File: config.mk
export PLATFORM = sky130hd
export DESIGN_NAME = key_matrix_scan_with_encoder
export DESIGN_NICKNAME = d
export VERILOG_FILES = /design/src/rtl/kms_pkg.sv /design/src/rtl/kms_key_scan.sv /design/src/rtl/kms_enc_decode.sv /design/src/rtl/key_matrix_scan_with_encoder.sv
export SDC_FILE = /design/constraint.sdc
export NUM_CORES = 1
export LEC_CHECK = 0
export ABC_AREA = 1
export BUFFER_PORTS_ARGS = -buffer_cell sky130_fd_sc_hd__buf_2
export CAP_MARGIN = 40
export CORE_MARGIN = 2
export CORE_UTILIZATION = 46
export DETAILED_ROUTE_END_ITERATION = 12
export PLACE_DENSITY = 0.71
export SLEW_MARGIN = 20
export SYNTH_ARGS = -nofsm -noshare
export SYNTH_HDL_FRONTEND = slang
export SYNTH_SLANG_ARGS = --single-unit
File: constraint.sdc
create_clock -name clk_i -period 3.9 [get_ports clk_i]
set_input_delay 0.975 -clock clk_i [delete_from_list [all_inputs] [get_ports clk_i]]
set_output_delay 0.975 -clock clk_i [all_outputs]
set_load 0.05 [all_outputs]
File: src/rtl/kms_pkg.sv
// kms_pkg: shared types and constants of the key matrix scanner
// holds defaults, phase encoding, encoder patterns and the per-step control struct
// no dependencies

package kms_pkg;

  // parameter defaults
  localparam int unsigned RowCountDef  = 5;
  localparam int unsigned CountBitsDef = 16;

  // row index and line select widths
  localparam int unsigned RowIdxW = 3;
  localparam int unsigned SelW    = 3;

  // line select code for the encoder strobe
  localparam logic [SelW-1:0] EncSelect = 3'd5;

  // mode codes
  localparam logic ModeScan  = 1'b0;
  localparam logic ModeClear = 1'b1;

  // encoder history patterns
  localparam logic [3:0] PatRight = 4'b1011;
  localparam logic [3:0] PatLeft  = 4'b0111;

  // scan phase, one-hot
  typedef enum logic [1:0] {
    PH_KEY = 2'b01,
    PH_ENC = 2'b10
  } phase_e;

  // what one step does to the state
  typedef struct packed {
    logic key_tick;
    logic enc_tick;
    logic clear;
  } step_ctrl_t;

endpackage

File: src/rtl/kms_key_scan.sv
// kms_key_scan: key level word, press/release latches, aux flag and row counter
// depends on kms_pkg

module kms_key_scan #(
  parameter int unsigned ROW_COUNT = kms_pkg::RowCountDef
) (
  input  logic                        clk_i,
  input  logic                        rst_ni,
  input  kms_pkg::step_ctrl_t         ctrl_i,
  input  logic [3:0]                  sense_i,
  input  logic                        aux_i,
  output logic [kms_pkg::RowIdxW-1:0] row_o,
  output logic [4*ROW_COUNT-1:0]      key_state_o,
  output logic [4*ROW_COUNT-1:0]      pressed_o,
  output logic [4*ROW_COUNT-1:0]      released_o,
  output logic                        aux_seen_o
);

  localparam int unsigned KeyW = 4 * ROW_COUNT;
  localparam logic [kms_pkg::RowIdxW-1:0] LastRow = kms_pkg::RowIdxW'(ROW_COUNT - 1);

  logic [kms_pkg::RowIdxW-1:0] row_q, row_d;
  logic [KeyW-1:0]             keys_q, keys_d, keys_new;
  logic [KeyW-1:0]             press_q, press_d;
  logic [KeyW-1:0]             rel_q, rel_d;
  logic                        aux_q, aux_d;
  logic [3:0]                  nib;

  // sense bits reversed into the nibble
  assign nib = {sense_i[0], sense_i[1], sense_i[2], sense_i[3]};

  for (genvar r = 0; r < ROW_COUNT; r++) begin : g_row
    assign keys_new[4*r +: 4] = (row_q == kms_pkg::RowIdxW'(r)) ? nib : keys_q[4*r +: 4];
  end

  always_comb begin
    row_d   = row_q;
    keys_d  = keys_q;
    press_d = press_q;
    rel_d   = rel_q;
    aux_d   = aux_q;
    if (ctrl_i.clear) begin
      press_d = '0;
      rel_d   = '0;
      aux_d   = 1'b0;
    end else if (ctrl_i.key_tick) begin
      keys_d  = keys_new;
      press_d = press_q | (keys_new & ~keys_q);
      rel_d   = rel_q | (keys_q & ~keys_new);
      aux_d   = aux_q | aux_i;
      row_d   = (row_q == LastRow) ? '0 : row_q + kms_pkg::RowIdxW'(1);
    end
  end

  always_ff @(posedge clk_i or negedge rst_ni) begin
    if (!rst_ni) begin
      row_q   <= '0;
      keys_q  <= '0;
      press_q <= '0;
      rel_q   <= '0;
      aux_q   <= 1'b0;
    end else begin
      row_q   <= row_d;
      keys_q  <= keys_d;
      press_q <= press_d;
      rel_q   <= rel_d;
      aux_q   <= aux_d;
    end
  end

  assign row_o       = row_q;
  assign key_state_o = keys_q;
  assign pressed_o   = press_q;
  assign released_o  = rel_q;
  assign aux_seen_o  = aux_q;

endmodule

File: src/rtl/kms_enc_decode.sv
// kms_enc_decode: quadrature history and wrapping left/right step counters
// depends on kms_pkg

module kms_enc_decode #(
  parameter int unsigned COUNT_BITS = kms_pkg::CountBitsDef
) (
  input  logic                  clk_i,
  input  logic                  rst_ni,
  input  kms_pkg::step_ctrl_t   ctrl_i,
  input  logic [1:0]            enc_i,
  output logic [COUNT_BITS-1:0] right_o,
  output logic [COUNT_BITS-1:0] left_o
);

  logic [3:0]            hist_q, hist_d, hist_new;
  logic [COUNT_BITS-1:0] right_q, right_d;
  logic [COUNT_BITS-1:0] left_q, left_d;

  assign hist_new = {hist_q[1:0], enc_i};

  always_comb begin
    hist_d  = hist_q;
    right_d = right_q;
    left_d  = left_q;
    if (ctrl_i.clear) begin
      right_d = '0;
      left_d  = '0;
    end else if (ctrl_i.enc_tick) begin
      hist_d = hist_new;
      if (hist_new == kms_pkg::PatRight) right_d = right_q + COUNT_BITS'(1);
      if (hist_new == kms_pkg::PatLeft)  left_d  = left_q + COUNT_BITS'(1);
    end
  end

  always_ff @(posedge clk_i or negedge rst_ni) begin
    if (!rst_ni) begin
      hist_q  <= '0;
      right_q <= '0;
      left_q  <= '0;
    end else begin
      hist_q  <= hist_d;
      right_q <= right_d;
      left_q  <= left_d;
    end
  end

  assign right_o = right_q;
  assign left_o  = left_q;

endmodule

File: src/rtl/key_matrix_scan_with_encoder.sv
// key_matrix_scan_with_encoder: top level of the key matrix scanner
// depends on kms_pkg, kms_key_scan, kms_enc_decode
//
// usage
// - input channel (in_valid_i/in_ready_o) carries one request per scan tick:
//   mode_i (scan or clear), sense_raw_i and aux_button_i
// - scan requests alternate between a key phase (sample the driven row) and an
//   encoder phase (shift sense bits 3:2 into the quadrature history)
// - a clear request empties the event latches, aux flag and both counters,
//   leaving phase, row, key levels and encoder history alone
// - output channel (out_valid_o/out_ready_i) gives the full state after each
//   request; next_select_o is the line to drive for the next tick
// - a request accepted goes through the input register, then into the state and
//   result registers; throughput is one request per cycle while out_ready_i holds,
//   the state update is a single level of bit logic plus one counter increment
// - an input register and the state/result registers part the two sides, so
//   a new request is taken while a finished result still waits
// - when the receiver stalls, the result holds and one more request waits in
//   the input register; in_ready_o drops only then
// - reset clears all state: key phase, row 0, all words and counters zero

module key_matrix_scan_with_encoder #(
  parameter int unsigned ROW_COUNT  = kms_pkg::RowCountDef,
  parameter int unsigned COUNT_BITS = kms_pkg::CountBitsDef
) (
  input  logic                      clk_i,
  input  logic                      rst_ni,
  input  logic                      in_valid_i,
  output logic                      in_ready_o,
  input  logic                      mode_i,
  input  logic [3:0]                sense_raw_i,
  input  logic                      aux_button_i,
  output logic                      out_valid_o,
  input  logic                      out_ready_i,
  output logic [4*ROW_COUNT-1:0]    key_state_o,
  output logic [4*ROW_COUNT-1:0]    pressed_events_o,
  output logic [4*ROW_COUNT-1:0]    released_events_o,
  output logic                      aux_seen_o,
  output logic [COUNT_BITS-1:0]     right_count_o,
  output logic [COUNT_BITS-1:0]     left_count_o,
  output logic [kms_pkg::SelW-1:0]  next_select_o
);

  // input register
  logic       req_valid_q, req_valid_d;
  logic       mode_q;
  logic [3:0] sense_q;
  logic       aux_q;

  // result valid and phase
  logic            res_valid_q, res_valid_d;
  kms_pkg::phase_e phase_q, phase_d;

  logic                        accept;
  logic                        advance;
  kms_pkg::step_ctrl_t         ctrl;
  logic [kms_pkg::RowIdxW-1:0] row;

  // a held request moves into the state when the result slot is free
  assign advance    = req_valid_q && (!res_valid_q || out_ready_i);
  assign in_ready_o = !req_valid_q || advance;
  assign accept     = in_valid_i && in_ready_o;

  assign req_valid_d = accept ? 1'b1 : (advance ? 1'b0 : req_valid_q);
  assign res_valid_d = advance ? 1'b1 : (out_ready_i ? 1'b0 : res_valid_q);

  // step decode: clear, or the scan phase that is due
  always_comb begin
    ctrl    = '0;
    phase_d = phase_q;
    if (advance) begin
      if (mode_q == kms_pkg::ModeClear) begin
        ctrl.clear = 1'b1;
      end else begin
        unique case (phase_q)
          kms_pkg::PH_KEY: begin
            ctrl.key_tick = 1'b1;
            phase_d       = kms_pkg::PH_ENC;
          end
          kms_pkg::PH_ENC: begin
            ctrl.enc_tick = 1'b1;
            phase_d       = kms_pkg::PH_KEY;
          end
          default: begin
            phase_d = kms_pkg::PH_KEY;
          end
        endcase
      end
    end
  end

  always_ff @(posedge clk_i or negedge rst_ni) begin
    if (!rst_ni) begin
      req_valid_q <= 1'b0;
      res_valid_q <= 1'b0;
      phase_q     <= kms_pkg::PH_KEY;
    end else begin
      req_valid_q <= req_valid_d;
      res_valid_q <= res_valid_d;
      phase_q     <= phase_d;
    end
  end

  // request payload, no reset needed
  always_ff @(posedge clk_i) begin
    if (accept) begin
      mode_q  <= mode_i;
      sense_q <= sense_raw_i;
      aux_q   <= aux_button_i;
    end
  end

  // key phase logic; its state registers are the result registers
  kms_key_scan #(
    .ROW_COUNT (ROW_COUNT)
  ) u_key_scan (
    .clk_i       (clk_i),
    .rst_ni      (rst_ni),
    .ctrl_i      (ctrl),
    .sense_i     (sense_q),
    .aux_i       (aux_q),
    .row_o       (row),
    .key_state_o (key_state_o),
    .pressed_o   (pressed_events_o),
    .released_o  (released_events_o),
    .aux_seen_o  (aux_seen_o)
  );

  // encoder phase logic: sense bit 3 is the new history bit 0, bit 2 is bit 1
  kms_enc_decode #(
    .COUNT_BITS (COUNT_BITS)
  ) u_enc_decode (
    .clk_i   (clk_i),
    .rst_ni  (rst_ni),
    .ctrl_i  (ctrl),
    .enc_i   ({sense_q[2], sense_q[3]}),
    .right_o (right_count_o),
    .left_o  (left_count_o)
  );

  assign out_valid_o   = res_valid_q;
  // row to drive in the key phase, encoder strobe otherwise
  assign next_select_o = (phase_q == kms_pkg::PH_KEY) ? kms_pkg::SelW'(row) : kms_pkg::EncSelect;

endmodule
==> results.toml, run 1 <==
[finish]
post-route-util = 0.562
diodes = 0
regArea_mm2 = 0.00273
fin_cells = 879
stdcell_area_mm2 = 0.00615
mostFrequentLayoutCell = "nand2_1"
fillers = 1022
multi_input_area_mm2 = 0.00207
drive_gt1_frac = 0.184
layout.nets = 751
syn_to_final_growth_pct = 18.1
final_cell_mix = "nand2_1 (123), buf_2 (106), dfrtp_1 (101)"

[synth]
synth_fp_nets = 656
synth-seq-cells = 108
synthCells = 639
postSynthAreaPerCell_um2 = 8.15
seq_area_frac_synth = 0.525
synth_cell_types = 26
synth_warnings = 0
syn_area_mm2 = 0.00521

[route]
vias_per_cell = 5.35
drc = 0
wl_per_cell_um = 14.4
antenna_left = 0
drt-total-wl_um = 12600
drtIter0Drc = 303
dr.pass1.iters = 6
num_vias = 4704

[sta]
setup_tns_ns = 0
finalHoldViolCount = 0
maxSlewViolCount = 0
skew_ns = 0.0135
setup_viol = 0
layout_setup_ws_ns = 1.38
relSlewSlack = 0.530
final.period_utilization = 0.646
hold_slack_ns = 0.475
grt_setup_unrepaired = "false"
fmax_mhz = 397
tightest_slew_ns = 0.703
timing.final.crit_period_ns = 2.52

[clock_network]
cts_inserted_buffers = 9
clk_latency_ns = 0.35
clk_pin_slew_worst_paths_ns = 0.08
cts_sinks = 108
clockRootBuffer = "clkbuf_16"
cts_max_path_buffers = 2
cts_resized = 0
holdBufCountCts = 0
h-tree-depth = 3
cts_tree = "yes"
post_cts_buffers = 0

[floorplanning]
die_w_um = 110
chipHeight_um = 110
placementRows = 38
start_util = 0.476
die-area_mm2 = 0.0122
io_pins = 108
core_mm2 = 0.0109

[global_routing]
overflow = 0
grt_start_max_net_pins = 57
grt_pass1_wl_um = 21100
antenna_found_initial = 0
grt_use_total = 0.206
grt_pass1_vias = 4409

[setup_path]
reg2reg_slack_ns = 1.98
critPathCaptureType = "output pin"
arrival_ns = 1.54
required_ns = 2.92
crit_path_start_kind = "input port"
crit_type = "in2out"
worstPathMaxFanout = 3

[run]
max_cap_violations = 0

[place]
place_congestion = 0.850
place_hpwl_um = 8860
port_buffers = 107
placed_area_mm2 = 0.00587
placed_cells_incl_taps = 863
place_ws_ns = 1.32

[run_status]
status = "finished, final reports clean"

[power_and_ir_drop]
powerDensity_mw_per_mm2 = 615
vdd_drop_max_v = 0.000411
power.leakage_nw = 3.14
finalPower_mw = 3.78

[min_path]
hold_path.class = "in2async"
-- synth_stat cells --
cell type  count  area share
a21oi_1       51       0.049
a21oi_4        1      0.0031
buf_2         16       0.015
buf_4          2      0.0029
buf_6          1      0.0022
clkbuf_1       8      0.0058
clkbuf_2       1     0.00096
dfrtp_1      101        0.49
dfstp_2        1      0.0050
edfxtp_1       6       0.035
ha_1           7       0.017
inv_1         69       0.050
inv_2          1     0.00072
nand2_1      123       0.089
nand2_2        2      0.0024
nand3_1       36       0.035
nand3b_1       1      0.0014
nand4_1       17       0.020
nor2_1        88       0.063
nor2_4         3      0.0065
nor3_1        32       0.031
o211ai_1      19       0.027
o21ai_0       42       0.040
o21ai_1        6      0.0058
o21bai_1       3      0.0043
o31ai_1        2      0.0029
-- cells by family after synthesis --
family,share of synthesized area
buf+inv,0.0776
simple gates,0.248
compound gates,0.133
fa+ha+maj,0.0168
flops,0.525
-- registers in the layout, summed over array words and instances, names as in the netlist --
name                    flops
u_key_scan.pressed_o       20
u_enc_decode.right_o       16
out_valid_o                 1
u_key_scan.aux_seen_o       1
phase_q                     2
mode_q                      1
u_key_scan.key_state_o     20
aux_q                       1
u_key_scan.released_o      20
u_enc_decode.hist_q         2
req_valid_q                 1
u_key_scan.row_o            3
u_enc_decode.left_o        16
sense_q                     4
-- report_power, final --
part	leakage [nW]	switching, mW	internal, mW	total, mW
registers	1.43	0.145	1.32	1.46
clock network	0.133	0.440	0.443	0.883
logic	1.57	1.13	0.307	1.44
total	3.14	1.71	2.07	3.78
-- worst paths after layout --
path                                          start                  endpoint  cells past startpoint
max                                     out_ready_i                in_ready_o                      4
min                                          rst_ni   u_enc_decode.right_o[5]                      1
max reg2reg                             out_valid_o   u_key_scan.pressed_o[3]                      6
min reg2reg                u_key_scan.pressed_o[19]  u_key_scan.pressed_o[19]                      2
max in group asynchronous                    rst_ni                phase_q[0]                      2
min in group clk_i         u_key_scan.pressed_o[19]  u_key_scan.pressed_o[19]                      2
-- worst max-delay path, stage by stage --
cell     delay, ns
buf_2         0.09
inv_1         0.12
nand3_1       0.12
buf_2         0.23
-- metal layers --
metal / part of all wire / vias to the layer above / routed length [um] / track usage
li1: - / 2299 / - / -
met1: 0.45 / 2258 / 5700 / 0.273
met2: 0.48 / 128 / 6010 / 0.331
met3: 0.058 / 19 / 738 / 0.0532
met4: 0.014 / 0 / 176 / 0.0683
met5: 0 / - / 0 / 0
-- layout make-up --
class | count | share of cell area
Tap cell | 140 | 0.0285
Inverter | 70 | 0.0427
Multi-Input combinational cell | 433 | 0.337
Clock inverter | 7 | 0.00956
Timing Repair Buffer | 112 | 0.101
Sequential cell | 108 | 0.444
Clock buffer | 9 | 0.0366
Power figures use the tool's default switching activity.
==> run 2, diff against run 1 <==
clock period = 2.4 ns   (was 3.9 ns; I/O delays follow)
==> results.toml, run 2 (synthesized netlist as in run 1, its figures left out) <==
[run_status]
status = "finished, final reports clean"

[global_routing]
met1_usage = 0.278
grt_pass1_vias = 4486
met2_usage = 0.341
grt_pass1_wl_um = 21400
use_met3 = 0.0406
antenna_found_initial = 0
busiest_layer = "met2"
overflow = 0
grt_start_max_net_pins = 83
grt_use_total = 0.211

[min_path]
hold_path.class = "in2async"

[clock_network]
clockRootBuffer = "clkbuf_16"
cts_resized = 0
cts_tree = "yes"
cts_max_path_buffers = 2
cts_sinks = 108
cts_inserted_buffers = 9
h-tree-depth = 3
holdBufCountCts = 0
clk_pin_slew_worst_paths_ns = 0.07
clk_latency_ns = 0.35
post_cts_buffers = 0

[route]
wl_per_cell_um = 14.4
antenna_left = 0
num_vias = 4760
vias_per_cell = 5.38
drc = 0
dr.pass1.iters = 5
drtIter0Drc = 370
drt-total-wl_um = 12800

[power_and_ir_drop]
vdd_drop_max_v = 0.000788
finalPower_mw = 6.17
powerDensity_mw_per_mm2 = 999
combPwrFrac = 0.382
power.leakage_nw = 3.17
p_seq_frac = 0.384
intPower_mw = 3.42
clkPwrFrac = 0.234
switching_share = 0.445
switchingPower_mw = 2.75

[floorplanning]
io_pins = 108
die_w_um = 110
chipHeight_um = 110
start_util = 0.476
die-area_mm2 = 0.0122
placementRows = 38
core_mm2 = 0.0109

[sta]
timing.final.crit_period_ns = 1.99
setup_tns_ns = 0
layout_setup_ws_ns = 0.408
tightest_slew_ns = 0.533
grt_setup_unrepaired = "false"
skew_ns = 0.00763
fmax_mhz = 502
finalHoldViolCount = 0
setup_viol = 0
maxSlewViolCount = 0
final.period_utilization = 0.830
hold_slack_ns = 0.176
relSlewSlack = 0.644

[finish]
fin_cells = 885
diodes = 0
drive_gt1_frac = 0.189
fillers = 1010
stdcell_area_mm2 = 0.00618
layout.nets = 757
mostFrequentLayoutCell = "nand2_1"
syn_to_final_growth_pct = 18.6
post-route-util = 0.565
final_cell_mix = "nand2_1 (123), buf_2 (106), dfrtp_1 (101)"

[run]
max_cap_violations = 0

[setup_path]
worstPathMaxFanout = 3
r2r_start = "u_key_scan.row_o[0]"
required_ns = 1.80
critPathCaptureType = "output pin"
crit_start = "phase_q[0]"
arrival_ns = 1.39
crit_type = "reg2out"
crit_path_start_kind = "flip-flop"

[place]
place_hpwl_um = 8930
place_congestion = 0.834
placed_cells_incl_taps = 869
place_ws_ns = 0.530
placed_area_mm2 = 0.00589
port_buffers = 107
run 2: final cells by class:
cell class	instances	area, um2	area share
timing repair buffer	118	646	0.104
inverter	70	263	0.0425
clock buffer	12	258	0.0417
sequential	108	2730	0.442
tap	140	175	0.0283
clock inverter	4	31.3	0.00506
multi-input combinational	433	2070	0.336
run 2: power by group through the flow:
stage	registers, mW	logic (mW)	clock network (mW)
floorplan	3.19	0.974	0
global placement	2.39	2.31	0
detailed placement	2.39	2.36	0
CTS	2.36	2.37	1.48
global route	2.40	2.56	1.56
finish	2.37	2.36	1.45
run 2: critical path: stages (launching register included):
cell,delay [ns]
dfstp_2,0.53
nand2_1,0.12
nor2_1,0.11
buf_2,0.29
run 2: path summary, 6_finish.rpt:
kind | to | slack, ns | cells past startpoint
worst max-delay path | next_select_o[1] | 0.41 | 3
worst min-delay path | u_enc_decode.left_o[14] | 0.18 | 1
worst max register to register | u_key_scan.pressed_o[0] | 0.73 | 6
worst min register to register | u_key_scan.pressed_o[19] | 0.49 | 2
max in group asynchronous | phase_q[0] | 1.55 | 2
min in group clk_i | sense_q[0] | 0.42 | 1
run 2: metal layers:
| layer | wire [um] | vias to the layer above | share of wire |
|---|---|---|---|
| met2 | 6030 | 153 | 0.47 |
| met5 | 0 | - | 0 |
| met1 | 5720 | 2270 | 0.45 |
| met3 | 707 | 30 | 0.055 |
| met4 | 321 | 0 | 0.025 |
| li1 | - | 2307 | - |
==> run 3, diff against run 2 <==
ABC_AREA = 0   (was 1)
PLACE_DENSITY = 0.75   (was 0.71)
clock period = 1.8 ns   (was 2.4 ns; I/O delays follow)
==> results.toml, run 3 <==
[sta]
tightest_slew_ns = 0.559
fmax_mhz = 521
timing.final.crit_period_ns = 1.92
final.period_utilization = 1.07
skew_ns = 0.0118
finalHoldViolCount = 0
grt_setup_unrepaired = "true"
setup_viol = 3
maxSlewViolCount = 0
relSlewSlack = 0.624
layout_setup_ws_ns = -0.118

[place]
placed_cells_incl_taps = 669
place_congestion = 0.860
port_buffers = 107
place_hpwl_um = 8510

[setup_path]
crit_type = "reg2out"
slowest_stage = "dfstp_2"
r2r_start = "phase_q[0]"
crit_buf_inv = 2
cpLargestDelayFamily = "flip-flops"
worstPathMaxFanout = 3
r2r_cells = 6
reg2reg_slack_ns = 0.01
arrival_ns = 1.47
required_ns = 1.35
worstPathCellList = "nor2b_4 > buf_6 > and2_4 > buf_8"
r2r_end = "u_enc_decode.left_o[2]"
critPathCaptureType = "output pin"
slowest_delay_ns = 0.55
crit_path_start_kind = "flip-flop"

[run_status]
failed_checks = "setup timing"
status = "finished with violations"

[synth]
synth-edff-count = 6
synthTopCellsByCount = "dfrtp_1 (101), nor2_1 (48), nand2_1 (46)"
seq_area_frac_synth = 0.583
postSynth.asyncResetShare = 0.944
ys.flop_type = "dfrtp_1"
synth-seq-cells = 108
yosys.area.top_type = "dfrtp_1"
synth_top_cells_by_area = "dfrtp_1 (54%), mux2_2 (4.8%), edfxtp_1 (3.8%)"
syn_area_mm2 = 0.00469
synth.top_cell.area_share = 0.539
postSynthAreaPerCell_um2 = 11.3
synthCells = 415
synth_most_common_cell = "dfrtp_1"
synth_fp_nets = 432
synth_warnings = 0
synth_cell_types = 44

[global_routing]
grt_start_max_net_pins = 51
overflow = 0
busiest_layer = "met2"
antenna_found_initial = 0
met1_usage = 0.307
use_met3 = 0.0518
grt_pass1_vias = 3676
grt_use_total = 0.221
met2_usage = 0.347
grt_pass1_wl_um = 19100

[route]
dr.pass1.iters = 5
antenna_left = 0
num_vias = 3757
drtIter0Drc = 224
drt-total-wl_um = 11900
wl_per_cell_um = 17.2
drc = 0
vias_per_cell = 5.43

[floorplanning]
die_w_um = 105
chipHeight_um = 105
placementRows = 36
core_mm2 = 0.00982
start_util = 0.477
io_pins = 108
die-area_mm2 = 0.0110

[finish]
multi_input_area_mm2 = 0.00201
diodes = 0
mostFrequentLayoutCell = "buf_2"
final_cell_mix = "buf_2 (102), dfrtp_1 (96), nand2_1 (41)"
syn_to_final_growth_pct = 28.6
fin_cells = 692
drive_gt1_frac = 0.394
layout.nets = 573
regArea_mm2 = 0.00274
fillers = 861

[run]
max_cap_violations = 0

[clock_network]
clk_latency_ns = 0.38
clockRootBuffer = "clkbuf_8"
cts_inserted_buffers = 9
cts_tree = "yes"
cts_max_path_buffers = 2
clk_pin_slew_worst_paths_ns = 0.10
h-tree-depth = 3
cts_sinks = 108

[min_path]
whs_path_depth = 1
hold_path.class = "in2reg"
min_to = "sense_q[2]"
hp-start = "sense_raw_i[2]"

[power_and_ir_drop]
finalPower_mw = 7.45
powerDensity_mw_per_mm2 = 1240
power.leakage_nw = 2.94
vdd_drop_max_v = 0.000672
==> run 3: cell count changes in the layout (fill, tap and decap cells not counted), moves of 20 or more <==
| cell | previous run | this run |
|---|---|---|
| o21ai_0 | 42 | 16 |
| inv_1 | 69 | 10 |
| nor3_1 | 32 | 4 |
| mux2_2 | 0 | 20 |
| nor2_1 | 87 | 40 |
| nand2_1 | 123 | 41 |
| a21oi_1 | 51 | 7 |
| nand3_1 | 36 | 14 |
==> run 3: cell type report <==
type | instances | share of cell area
clock buffers | 11 | 0.0235
clock inverters | 3 | 0.00415
inverters | 10 | 0.00623
multi-input cells | 285 | 0.334
flip-flops and latches | 108 | 0.455
well taps | 133 | 0.0276
repair buffers | 142 | 0.150
==> run 3: worst max path at each step <==
| stage | start | endpoint | depth (start not counted) |
|---|---|---|---|
| final | phase_q[0] | next_select_o[1] | 4 |
| after global routing | phase_q[0] | next_select_o[1] | 4 |
| after CTS | phase_q[0] | next_select_o[1] | 4 |
| after detailed placement | out_ready_i | u_enc_decode.right_o[11] | 7 |
| after global placement | out_ready_i | u_enc_decode.right_o[11] | 7 |
| after floorplan | u_enc_decode.right_o[1] | u_enc_decode.right_o[11] | 5 |
==> run 3: report_power, final <==
part / total, mW / switching, mW / internal [mW]
Clock: 1.33 / 0.795 / 0.532
Sequential: 3.22 / 0.398 / 2.82
Combinational: 2.90 / 2.02 / 0.879
==> run 3: cells by family (layout without fill, tap and decap cells) <==
kind of cell,Yosys count,count (layout),synth area share
simple gates,173,173,0.195
buf+inv,22,166,0.0187
fa+ha+maj,7,7,0.0187
mux,23,23,0.0545
compound gates,63,63,0.0942
flops,108,108,0.583
xor+xnor,19,19,0.0355
==> run 3: repair_timing <==
action                     4_1_cts  5_1_grt
setup endpoints to repair       22       45
hold endpoints to repair        17        0
resized for setup               20       24
hold buffers                     1        0
setup buffers                    1        7
pin swaps                        0        5
==> run 3: metal layers <==
layer	vias up	part of all wire
met5	-	0
met4	0	0.015
met3	15	0.052
met2	104	0.48
met1	1883	0.45
li1	1755	-
==> run 3: worst reg2reg max path, delay by kind of cell (launching register included) <==
family	cells	cell delay [ns]
XOR/XNOR	1	0.17
buffers and inverters	1	0.13
flip-flops	1	0.38
AND/OR/NAND/NOR	4	1.00
==> run 3: metrics by stage <==
stage               instance area [um2]  TNS, ns  utilization  setup WS (ns)  hold WS (ns)
finish                             6030   -0.229        0.614         -0.118         0.238
global route                       6030   -0.824        0.614         -0.183         0.215
CTS                                5870   -0.270        0.598         -0.128         0.226
detailed placement                 5620    -1.22        0.573        -0.0874         0.351
global placement                   5620   -0.154        0.573        -0.0654         0.351
floorplan                          4700        0            -        0.00974         0.154
